File: src/hw/rtl/mexp_pkg.sv
// Package for the modular exponentiation block: constants, types and the base reduction function.
// Used by mexp_mulmod and modular_exponentiation; depends on nothing else.
`timescale 1ns / 1ps

package mexp_pkg;

  localparam int unsigned BaseWidth = 32;
  localparam int unsigned ExpBits = 63;
  localparam int unsigned ResWidth = 30;
  localparam int unsigned ProdWidth = 2 * ResWidth;
  localparam int unsigned QuotWidth = ResWidth + 1;

  localparam int unsigned InTdataWidth = ((BaseWidth + ExpBits + 7) / 8) * 8;
  localparam int unsigned OutTdataWidth = ((ResWidth + 7) / 8) * 8;

  localparam logic [63:0] PrimeModWide = 64'd1000000007;
  localparam logic [ResWidth-1:0] PrimeMod = PrimeModWide[ResWidth-1:0];

  // Barrett constant floor(2^60 / P) for a 30-bit modulus.
  localparam logic [63:0] BarrettMuWide = (64'd1 << ProdWidth) / PrimeModWide;
  localparam logic [QuotWidth-1:0] BarrettMu = BarrettMuWide[QuotWidth-1:0];

  localparam logic [BaseWidth-1:0] PrimeMod1x = PrimeModWide[BaseWidth-1:0];
  localparam logic [63:0] PrimeMod2xWide = PrimeModWide * 64'd2;
  localparam logic [63:0] PrimeMod3xWide = PrimeModWide * 64'd3;
  localparam logic [63:0] PrimeMod4xWide = PrimeModWide * 64'd4;
  localparam logic [BaseWidth-1:0] PrimeMod2x = PrimeMod2xWide[BaseWidth-1:0];
  localparam logic [BaseWidth-1:0] PrimeMod3x = PrimeMod3xWide[BaseWidth-1:0];
  localparam logic [BaseWidth-1:0] PrimeMod4x = PrimeMod4xWide[BaseWidth-1:0];

  typedef enum logic [1:0] {
    StIdle,
    StSquare,
    StMult,
    StWait
  } state_e;

  typedef enum logic {
    TagSquare,
    TagAcc
  } tag_e;

  typedef struct packed {
    logic                valid;
    tag_e                tag;
    logic [ResWidth-1:0] a;
    logic [ResWidth-1:0] b;
  } mul_req_t;

  typedef struct packed {
    logic                valid;
    tag_e                tag;
    logic [ResWidth-1:0] value;
  } mul_rsp_t;

  // A 32-bit word is below 5P, so one of five candidates is the residue.
  function automatic logic [ResWidth-1:0] reduce_base(input logic [BaseWidth-1:0] b);
    logic [BaseWidth-1:0] r;
    if (b >= PrimeMod4x) begin
      r = b - PrimeMod4x;
    end else if (b >= PrimeMod3x) begin
      r = b - PrimeMod3x;
    end else if (b >= PrimeMod2x) begin
      r = b - PrimeMod2x;
    end else if (b >= PrimeMod1x) begin
      r = b - PrimeMod1x;
    end else begin
      r = b;
    end
    return r[ResWidth-1:0];
  endfunction

endpackage

File: src/hw/rtl/mexp_mulmod.sv
// Pipelined modular multiplier: a * b mod P with Barrett reduction in four register stages.
// Depends on mexp_pkg.
`timescale 1ns / 1ps

module mexp_mulmod (
  input  logic                clk_i,
  input  logic                rst_ni,
  input  mexp_pkg::mul_req_t  req_i,
  output mexp_pkg::mul_rsp_t  rsp_o,
  output logic                busy_o
);

  import mexp_pkg::*;

  logic [3:0] valid_d, valid_q;
  tag_e       tag1_q, tag2_q, tag3_q, tag4_q;

  logic [ProdWidth-1:0]   prod_d, prod_q;
  logic [2*QuotWidth-1:0] quot_wide;
  logic [QuotWidth-1:0]   quot_d, quot_q;
  logic [BaseWidth-1:0]   xlo2_q, xlo3_q;
  logic [QuotWidth+ResWidth-1:0] qp_wide;
  logic [BaseWidth-1:0]   qp_d, qp_q;
  logic [BaseWidth-1:0]   rem_d, rem_q;
  logic [BaseWidth-1:0]   fixed;

  assign valid_d = {valid_q[2:0], req_i.valid};

  assign prod_d    = {{ResWidth{1'b0}}, req_i.a} * {{ResWidth{1'b0}}, req_i.b};
  assign quot_wide = {{QuotWidth{1'b0}}, prod_q[ProdWidth-1:ResWidth-1]} *
                     {{QuotWidth{1'b0}}, BarrettMu};
  assign quot_d    = quot_wide[2*QuotWidth-1:QuotWidth];
  assign qp_wide   = {{ResWidth{1'b0}}, quot_q} * {{QuotWidth{1'b0}}, PrimeMod};
  assign qp_d      = qp_wide[BaseWidth-1:0];
  assign rem_d     = xlo3_q - qp_q;

  // The Barrett remainder is below 3P, so one subtraction of 2P or of P completes it.
  always_comb begin
    if (rem_q >= PrimeMod2x) begin
      fixed = rem_q - PrimeMod2x;
    end else if (rem_q >= PrimeMod1x) begin
      fixed = rem_q - PrimeMod1x;
    end else begin
      fixed = rem_q;
    end
  end

  always_ff @(posedge clk_i or negedge rst_ni) begin
    if (!rst_ni) begin
      valid_q <= '0;
    end else begin
      valid_q <= valid_d;
    end
  end

  always_ff @(posedge clk_i) begin
    tag1_q <= req_i.tag;
    prod_q <= prod_d;
    tag2_q <= tag1_q;
    quot_q <= quot_d;
    xlo2_q <= prod_q[BaseWidth-1:0];
    tag3_q <= tag2_q;
    qp_q   <= qp_d;
    xlo3_q <= xlo2_q;
    tag4_q <= tag3_q;
    rem_q  <= rem_d;
  end

  assign rsp_o.valid = valid_q[3];
  assign rsp_o.tag   = tag4_q;
  assign rsp_o.value = fixed[ResWidth-1:0];
  assign busy_o      = |valid_q;

endmodule

File: src/hw/rtl/modular_exponentiation.sv
// Top level of the modular exponentiation block: stream ports, sequencer and result register.
// Depends on mexp_pkg and mexp_mulmod.
`timescale 1ns / 1ps

// The block computes base^exponent mod 1000000007 for each input word.
// The input channel carries the base and a 63-bit exponent; the output
// channel returns one 30-bit residue per input word, in order.
// The base is reduced modulo the prime when the word is accepted. The
// sequencer then scans the exponent from its lowest bit up, issuing a
// squaring and, for a set bit, a multiply into the accumulator, both on
// one shared four-stage pipelined modular multiplier. For each exponent
// bit the sequencer then waits until the multiplier is empty, so the
// multiplier latency sets the pace; scanning stops after the highest set
// bit, and the time a word takes grows with that position and with the
// number of set bits.
// The input is not ready while a word is in work. The result sits in an
// output register, so a new word is accepted while the last result still
// waits; a stalled receiver holds the block only when a further result is
// finished. Reset empties the pipeline and the output register.
module modular_exponentiation (
  input  logic                                 clk_i,
  input  logic                                 rst_ni,
  input  logic                                 s_axis_tvalid,
  output logic                                 s_axis_tready,
  // Fields from bit 0: base (32 bits), exponent (63 bits), one zero pad bit.
  input  logic [mexp_pkg::InTdataWidth-1:0]    s_axis_tdata,
  output logic                                 m_axis_tvalid,
  input  logic                                 m_axis_tready,
  // Fields from bit 0: power_result (30 bits), two zero pad bits.
  output logic [mexp_pkg::OutTdataWidth-1:0]   m_axis_tdata
);

  import mexp_pkg::*;

  state_e state_d, state_q;

  logic [ResWidth-1:0] sq_d, sq_q;
  logic [ResWidth-1:0] acc_d, acc_q;
  logic [ExpBits-1:0]  exp_d, exp_q;
  logic                out_valid_d, out_valid_q;
  logic [ResWidth-1:0] out_data_d, out_data_q;

  mul_req_t mul_req;
  mul_rsp_t mul_rsp;
  logic     mul_busy;

  logic in_fire;
  logic exp_zero;
  logic out_free;
  logic finish;

  assign in_fire  = s_axis_tvalid && s_axis_tready;
  assign exp_zero = (exp_q == '0);
  assign out_free = !out_valid_q || m_axis_tready;

  mexp_mulmod u_mulmod (
    .clk_i  (clk_i),
    .rst_ni (rst_ni),
    .req_i  (mul_req),
    .rsp_o  (mul_rsp),
    .busy_o (mul_busy)
  );

  always_comb begin
    state_d = state_q;
    unique case (state_q)
      StIdle: begin
        if (s_axis_tvalid) begin
          state_d = StSquare;
        end
      end
      StSquare: begin
        if (exp_zero) begin
          if (out_free) begin
            state_d = StIdle;
          end
        end else if (exp_q[0]) begin
          state_d = StMult;
        end else begin
          state_d = StWait;
        end
      end
      StMult: begin
        state_d = StWait;
      end
      StWait: begin
        if (!mul_busy) begin
          state_d = StSquare;
        end
      end
      default: begin
        state_d = StIdle;
      end
    endcase
  end

  always_comb begin
    s_axis_tready = 1'b0;
    finish        = 1'b0;
    mul_req.valid = 1'b0;
    mul_req.tag   = TagSquare;
    mul_req.a     = sq_q;
    mul_req.b     = sq_q;
    unique case (state_q)
      StIdle: begin
        s_axis_tready = 1'b1;
      end
      StSquare: begin
        mul_req.valid = !exp_zero;
        finish        = exp_zero && out_free;
      end
      StMult: begin
        mul_req.valid = 1'b1;
        mul_req.tag   = TagAcc;
        mul_req.a     = acc_q;
      end
      StWait: begin
        mul_req.valid = 1'b0;
      end
      default: begin
        s_axis_tready = 1'b0;
      end
    endcase
  end

  always_comb begin
    sq_d  = sq_q;
    acc_d = acc_q;
    exp_d = exp_q;
    if (in_fire) begin
      sq_d  = reduce_base(s_axis_tdata[BaseWidth-1:0]);
      acc_d = ResWidth'(1);
      exp_d = s_axis_tdata[BaseWidth+ExpBits-1:BaseWidth];
    end else begin
      if (state_q == StSquare && !exp_zero) begin
        exp_d = exp_q >> 1;
      end
      if (mul_rsp.valid) begin
        if (mul_rsp.tag == TagAcc) begin
          acc_d = mul_rsp.value;
        end else begin
          sq_d = mul_rsp.value;
        end
      end
    end
  end

  assign out_valid_d = finish || (out_valid_q && !m_axis_tready);
  assign out_data_d  = finish ? acc_q : out_data_q;

  always_ff @(posedge clk_i or negedge rst_ni) begin
    if (!rst_ni) begin
      state_q     <= StIdle;
      out_valid_q <= 1'b0;
    end else begin
      state_q     <= state_d;
      out_valid_q <= out_valid_d;
    end
  end

  always_ff @(posedge clk_i) begin
    sq_q       <= sq_d;
    acc_q      <= acc_d;
    exp_q      <= exp_d;
    out_data_q <= out_data_d;
  end

  assign m_axis_tvalid = out_valid_q;
  assign m_axis_tdata  = {{(OutTdataWidth - ResWidth){1'b0}}, out_data_q};

endmodule
File: config.mk
export PLATFORM = sky130hd
export DESIGN_NAME = modular_exponentiation
export DESIGN_NICKNAME = d
export VERILOG_FILES = /design/src/hw/rtl/mexp_pkg.sv /design/src/hw/rtl/mexp_mulmod.sv /design/src/hw/rtl/modular_exponentiation.sv
export SDC_FILE = /design/constraint.sdc
export NUM_CORES = 2
export LEC_CHECK = 0
export ABC_CLOCK_PERIOD_IN_PS = 19900
export BUFFER_PORTS_ARGS = -buffer_cell sky130_fd_sc_hd__buf_2
export CAP_MARGIN = 20
export CORE_ASPECT_RATIO = 1.4
export CORE_MARGIN = 5
export CORE_UTILIZATION = 50
export CTS_CLUSTER_SIZE = 10
export DETAILED_ROUTE_END_ITERATION = 10
export GPL_TIMING_DRIVEN = 0
export PLACE_DENSITY = 0.62
export RECOVER_POWER = 25
export SKIP_CTS_REPAIR_TIMING = 1
export SYNTH_ARGS = -nofsm -noshare
export SYNTH_HDL_FRONTEND = slang
export SYNTH_SLANG_ARGS = --single-unit
export TNS_END_PERCENT = 1
File: constraint.sdc
create_clock -name clk_i -period 19.9 [get_ports clk_i]
set_clock_uncertainty 0.2 [all_clocks]
set_input_delay 1.99 -clock clk_i [delete_from_list [all_inputs] [get_ports clk_i]]
set_output_delay 1.99 -clock clk_i [all_outputs]
set_load 0.03 [all_outputs]
==> impl_results.rst <==
.. list-table::
   :header-rows: 1

   * - Metric
     - Value
   * - Outcome
     - complete, no violations
   * - Placed inst area
     - 68,900 sq um
   * - Number of nets in the finished design
     - 9,174
   * - Top Layer Used
     - met5
   * - Crit path largest cell delay
     - 980 ps
   * - Final cycle utilization of the critical path
     - 64.7%
   * - Root buffer cell
     - sky130_fd_sc_hd__clkbuf_16
   * - Sequential fraction of design power
     - 46.1%
   * - Number of instances in the synthesized netlist
     - 6,859
   * - Worst vdd rail ir drop
     - 0.0631 mV
   * - Classification of the worst setup path
     - reg2reg
   * - Filler cell count in the final layout
     - 12.2k
   * - Routed wire length per instance
     - 25.8 um
   * - Power share of the clock group
     - 48.5%
   * - Port-buffer cells
     - 120
   * - Crit path DAT
     - 13,190 ps
   * - Number of clock buffers inserted by TritonCTS
     - 48
   * - Count of standard-cell rows
     - 157
   * - Count of placed standard cells in the final layout, fillers left out
     - 8,838
   * - Core Footprint
     - 131,000 sq um
   * - First-iteration detailed-routing DRC count
     - 3,435
   * - Number of max-slew violations in the final report
     - 0
   * - Half-perimeter wire length of the detailed placement result
     - 193 mm
   * - Core utilization of the finished layout
     - 53.8%
   * - Setup repair after global routing missed its margin
     - false
   * - Final non-filler cell area
     - 70,500 sq um
   * - Sequential fraction of the synthesis area
     - 13.5%
   * - Warnings from Yosys
     - 0
   * - Number of unique standard cell types used by synthesis
     - 98
   * - Final Critical Period
     - 12,880 ps
   * - Total gr overflow
     - 0
   * - Count of unresolved DRC violations after routing
     - 0
   * - Cell mode on critical path
     - sky130_fd_sc_hd__fa_1
   * - Endpoints failing setup
     - 0
   * - Flip-flop and latch count after synthesis
     - 383
   * - Count of flip-flops with a built-in enable after synthesis
     - 123
   * - Overall via count from detail_route
     - 48.9k
   * - CP required
     - 20,220 ps
   * - Max_cap viols
     - 0
   * - Mean area per synthesized cell
     - 9.61 sq um
   * - Post-DRT Antenna Nets
     - 0
   * - Cell total after placement
     - 8,737
   * - Path category of the worst min-delay check
     - reg2reg
   * - DR WL met3
     - 11.8 mm
   * - Iteration count of the initial detailed-routing pass
     - 5
   * - Endpoint kind of the worst setup timing path
     - flop
   * - Number of placed I/O pins
     - 134
   * - Die height
     - 440 um
   * - Static leakage power
     - 34.9 nW
   * - Slowest CP cell
     - sky130_fd_sc_hd__clkbuf_1
   * - Total wire length after detailed routing
     - 228 mm
   * - Maximum number of pins on one net before global-route repair
     - 64
   * - Share of final-layout standard cells stronger than drive strength 1
     - 4.17%
   * - First-pass GRT wire length
     - 340 mm
   * - Cell internal pwr
     - 1.31 mW
   * - Commonest register cell after synthesis
     - sky130_fd_sc_hd__dfxtp_1
   * - Per-cell via count in the routed design
     - 5.53
   * - Proportion of power drawn by combinational gates
     - 5.4%
   * - Transition at the pin with the smallest max-transition slack
     - 1440 ps
   * - Nature of the critical path startpoint
     - flop
   * - Worst slack after detailed placement
     - 7410 ps
   * - Horizontal extent of the die
     - 317 um
   * - Total routing usage reported by global routing
     - 33.4%
   * - TritonCTS clock tree
     - done
   * - CTS sink cnt
     - 383
   * - Metal1 wirelength
     - 82.5 mm
   * - Area of the mapped netlist
     - 65,900 sq um
   * - Setup slack of the critical path after layout
     - 7020 ps
   * - FFs w/ async S/R, synth
     - 1.83%
   * - Number of global-route vias before repair
     - 53.4k
   * - Depth of the CTS H-tree
     - 2
   * - Routability-driven placement congestion ratio
     - 1.02
   * - Fmax achieved
     - 77.7 MHz
   * - Initial Utilization
     - 50.3%
   * - Setup TNS after final layout
     - 0 ps
   * - Synthesis-to-finish area growth
     - 6.89%
   * - Switching fraction of total power
     - 24.7%
   * - Reg clk slew, reported paths
     - 60 ps
   * - Max-Slew Margin vs Limit
     - 3.00%
   * - Clock insertion delay at the later pin of the skew report
     - 650 ps
   * - Largest driver fanout on the critical path
     - 10
   * - Total count of hold-check failures in the final report
     - 0
   * - WL met2
     - 114 mm
   * - CTS max path bufs
     - 3
   * - Net load switching power
     - 0.430 mW
   * - Number of antenna violations at the first check in global routing
     - 22
   * - P per Cell Area
     - 24.7 nW/um^2
   * - DIE AREA
     - 139,000 sq um
[path summary, 6_finish.rpt]
check,start,to,slack [ps],depth (start not counted)
setup / recovery,state_q[0]$_DFFE_PN0P_,u_mulmod.prod_q[57]$_DFF_P_,7020,33
hold / removal,u_mulmod.tag2_q$_DFF_P_,u_mulmod.tag3_q$_DFF_P_,130,0
setup reg to reg,state_q[0]$_DFFE_PN0P_,u_mulmod.prod_q[57]$_DFF_P_,7020,33
hold reg to reg,u_mulmod.tag2_q$_DFF_P_,u_mulmod.tag3_q$_DFF_P_,130,0
max in group asynchronous,rst_ni,u_mulmod.valid_q[1]$_DFF_PN0_,18000,1
min in group asynchronous,rst_ni,state_q[0]$_DFFE_PN0P_,1120,1
[sequential cells by signal (all words and copies together) (netlist names)]
| signal | flops |
|---|---|
| u_mulmod.prod_q | 60 |
| u_mulmod.rem_q | 32 |
| sq_q | 30 |
| out_data_q | 30 |
| u_mulmod.qp_q | 32 |
| u_mulmod.xlo3_q | 32 |
| u_mulmod.xlo2_q | 32 |
| u_mulmod.tag3_q | 1 |
| u_mulmod.tag1_q | 1 |
| m_axis_tvalid | 1 |
| u_mulmod.valid_q | 4 |
| u_mulmod.tag4_q | 1 |
| acc_q | 30 |
| state_q | 2 |
| exp_q | 63 |
| u_mulmod.quot_q | 31 |
| u_mulmod.tag2_q | 1 |
[cell families (layout without fill, tap and decap cells)]
family                     Yosys count  count (layout)  synth area share, %
adders and majority gates         2031            2031                 52.5
DFF                                383             383                 13.5
AOI/OAI and AO/OA                  763             763                 7.83
xor gates and xnor gates           219             219                 2.91
muxes                               48              48                0.789
buffers and inverters             1817            2031                 10.4
and+or+nand+nor                   1597            1597                 12.0
other                                1              17              0.00569
[power groups by stage]
stage          clock network [mW]  logic, mW  registers [mW]
6_report                    0.844     0.0949           0.802
5_1_grt                     0.894     0.0987           0.801
4_1_cts                     0.868     0.0931           0.802
3_5_place_dp                    0     0.0926           0.818
3_3_place_gp                    0     0.0940           0.818
2_1_floorplan                   0     0.0484           0.818
[layout make-up]
cell class / count / area (sq um) / area share (%)
inverters: 1542 / 5790 / 8.21
repair buffers: 133 / 792 / 1.12
clock buffers: 73 / 1380 / 1.95
plain buffers: 275 / 1080 / 1.53
clock inverters: 8 / 125 / 0.178
diodes: 15 / 37.5 / 0.0533
multi-input cells: 4660 / 50200 / 71.2
well taps: 1749 / 2190 / 3.10
flip-flops and latches: 383 / 8930 / 12.7
[cells in the final DEF (no fill, tap or decap), types with 52 or more instances in the layout]
cell,n
sky130_fd_sc_hd__nand2_1,680
sky130_fd_sc_hd__buf_2,136
sky130_fd_sc_hd__ha_1,807
sky130_fd_sc_hd__nor2_1,133
sky130_fd_sc_hd__clkbuf_1,268
sky130_fd_sc_hd__inv_1,1542
sky130_fd_sc_hd__a21o_1,97
sky130_fd_sc_hd__o21ai_0,134
sky130_fd_sc_hd__xor2_1,52
sky130_fd_sc_hd__and2_1,541
sky130_fd_sc_hd__dfxtp_1,253
sky130_fd_sc_hd__edfxtp_1,123
sky130_fd_sc_hd__a21oi_1,190
sky130_fd_sc_hd__fa_1,1224
sky130_fd_sc_hd__xnor2_1,167
[critical path, delay by kind of cell, from the launching register on]
family                   cells  cell delay [ps]
multiplexers                 2              490
AO/OA/AOI/OAI                7             2820
AND/OR/NAND/NOR              3              440
flip-flops                   1              400
adder cells (fa/ha/maj)     10             4590
buffers and inverters       11             3780
[Yosys cell counts (all sizes together) (31+ instances only)]
cell type  instances  area share [%]
inv             1542             8.8
fa              1224              37
ha               807              15
nand2            681             3.9
and2             541             5.1
dfxtp            253             7.7
clkbuf           247             1.4
a21oi            192             1.5
xnor2            167             2.2
o21ai            144             1.1
nor2             133            0.76
edfxtp           123             5.6
a21o              97             1.1
xor2              52            0.69
o21a              40            0.46
nand3             38            0.29
nor3              38            0.29
a31oi             36            0.34
mux2              32            0.55
nor4              31            0.33
o21bai            31            0.36
[routing by layer]
metal	vias to the layer above	global-route usage (%)
met2	1723	58.5
met1	24800	38.2
met4	6	21.8
met3	672	4.43
met5	-	0
li1	21700	-
[stage by stage]
| stage | hold WS, ps | power (mW) |
|---|---|---|
| after CTS | 125 | 1.76 |
| after global routing | 130 | 1.79 |
| after global placement | 111 | 0.912 |
| after floorplan | 110 | 0.867 |
| final | 125 | 1.74 |
| after detailed placement | 112 | 0.911 |
Power figures use the tool's default switching activity.
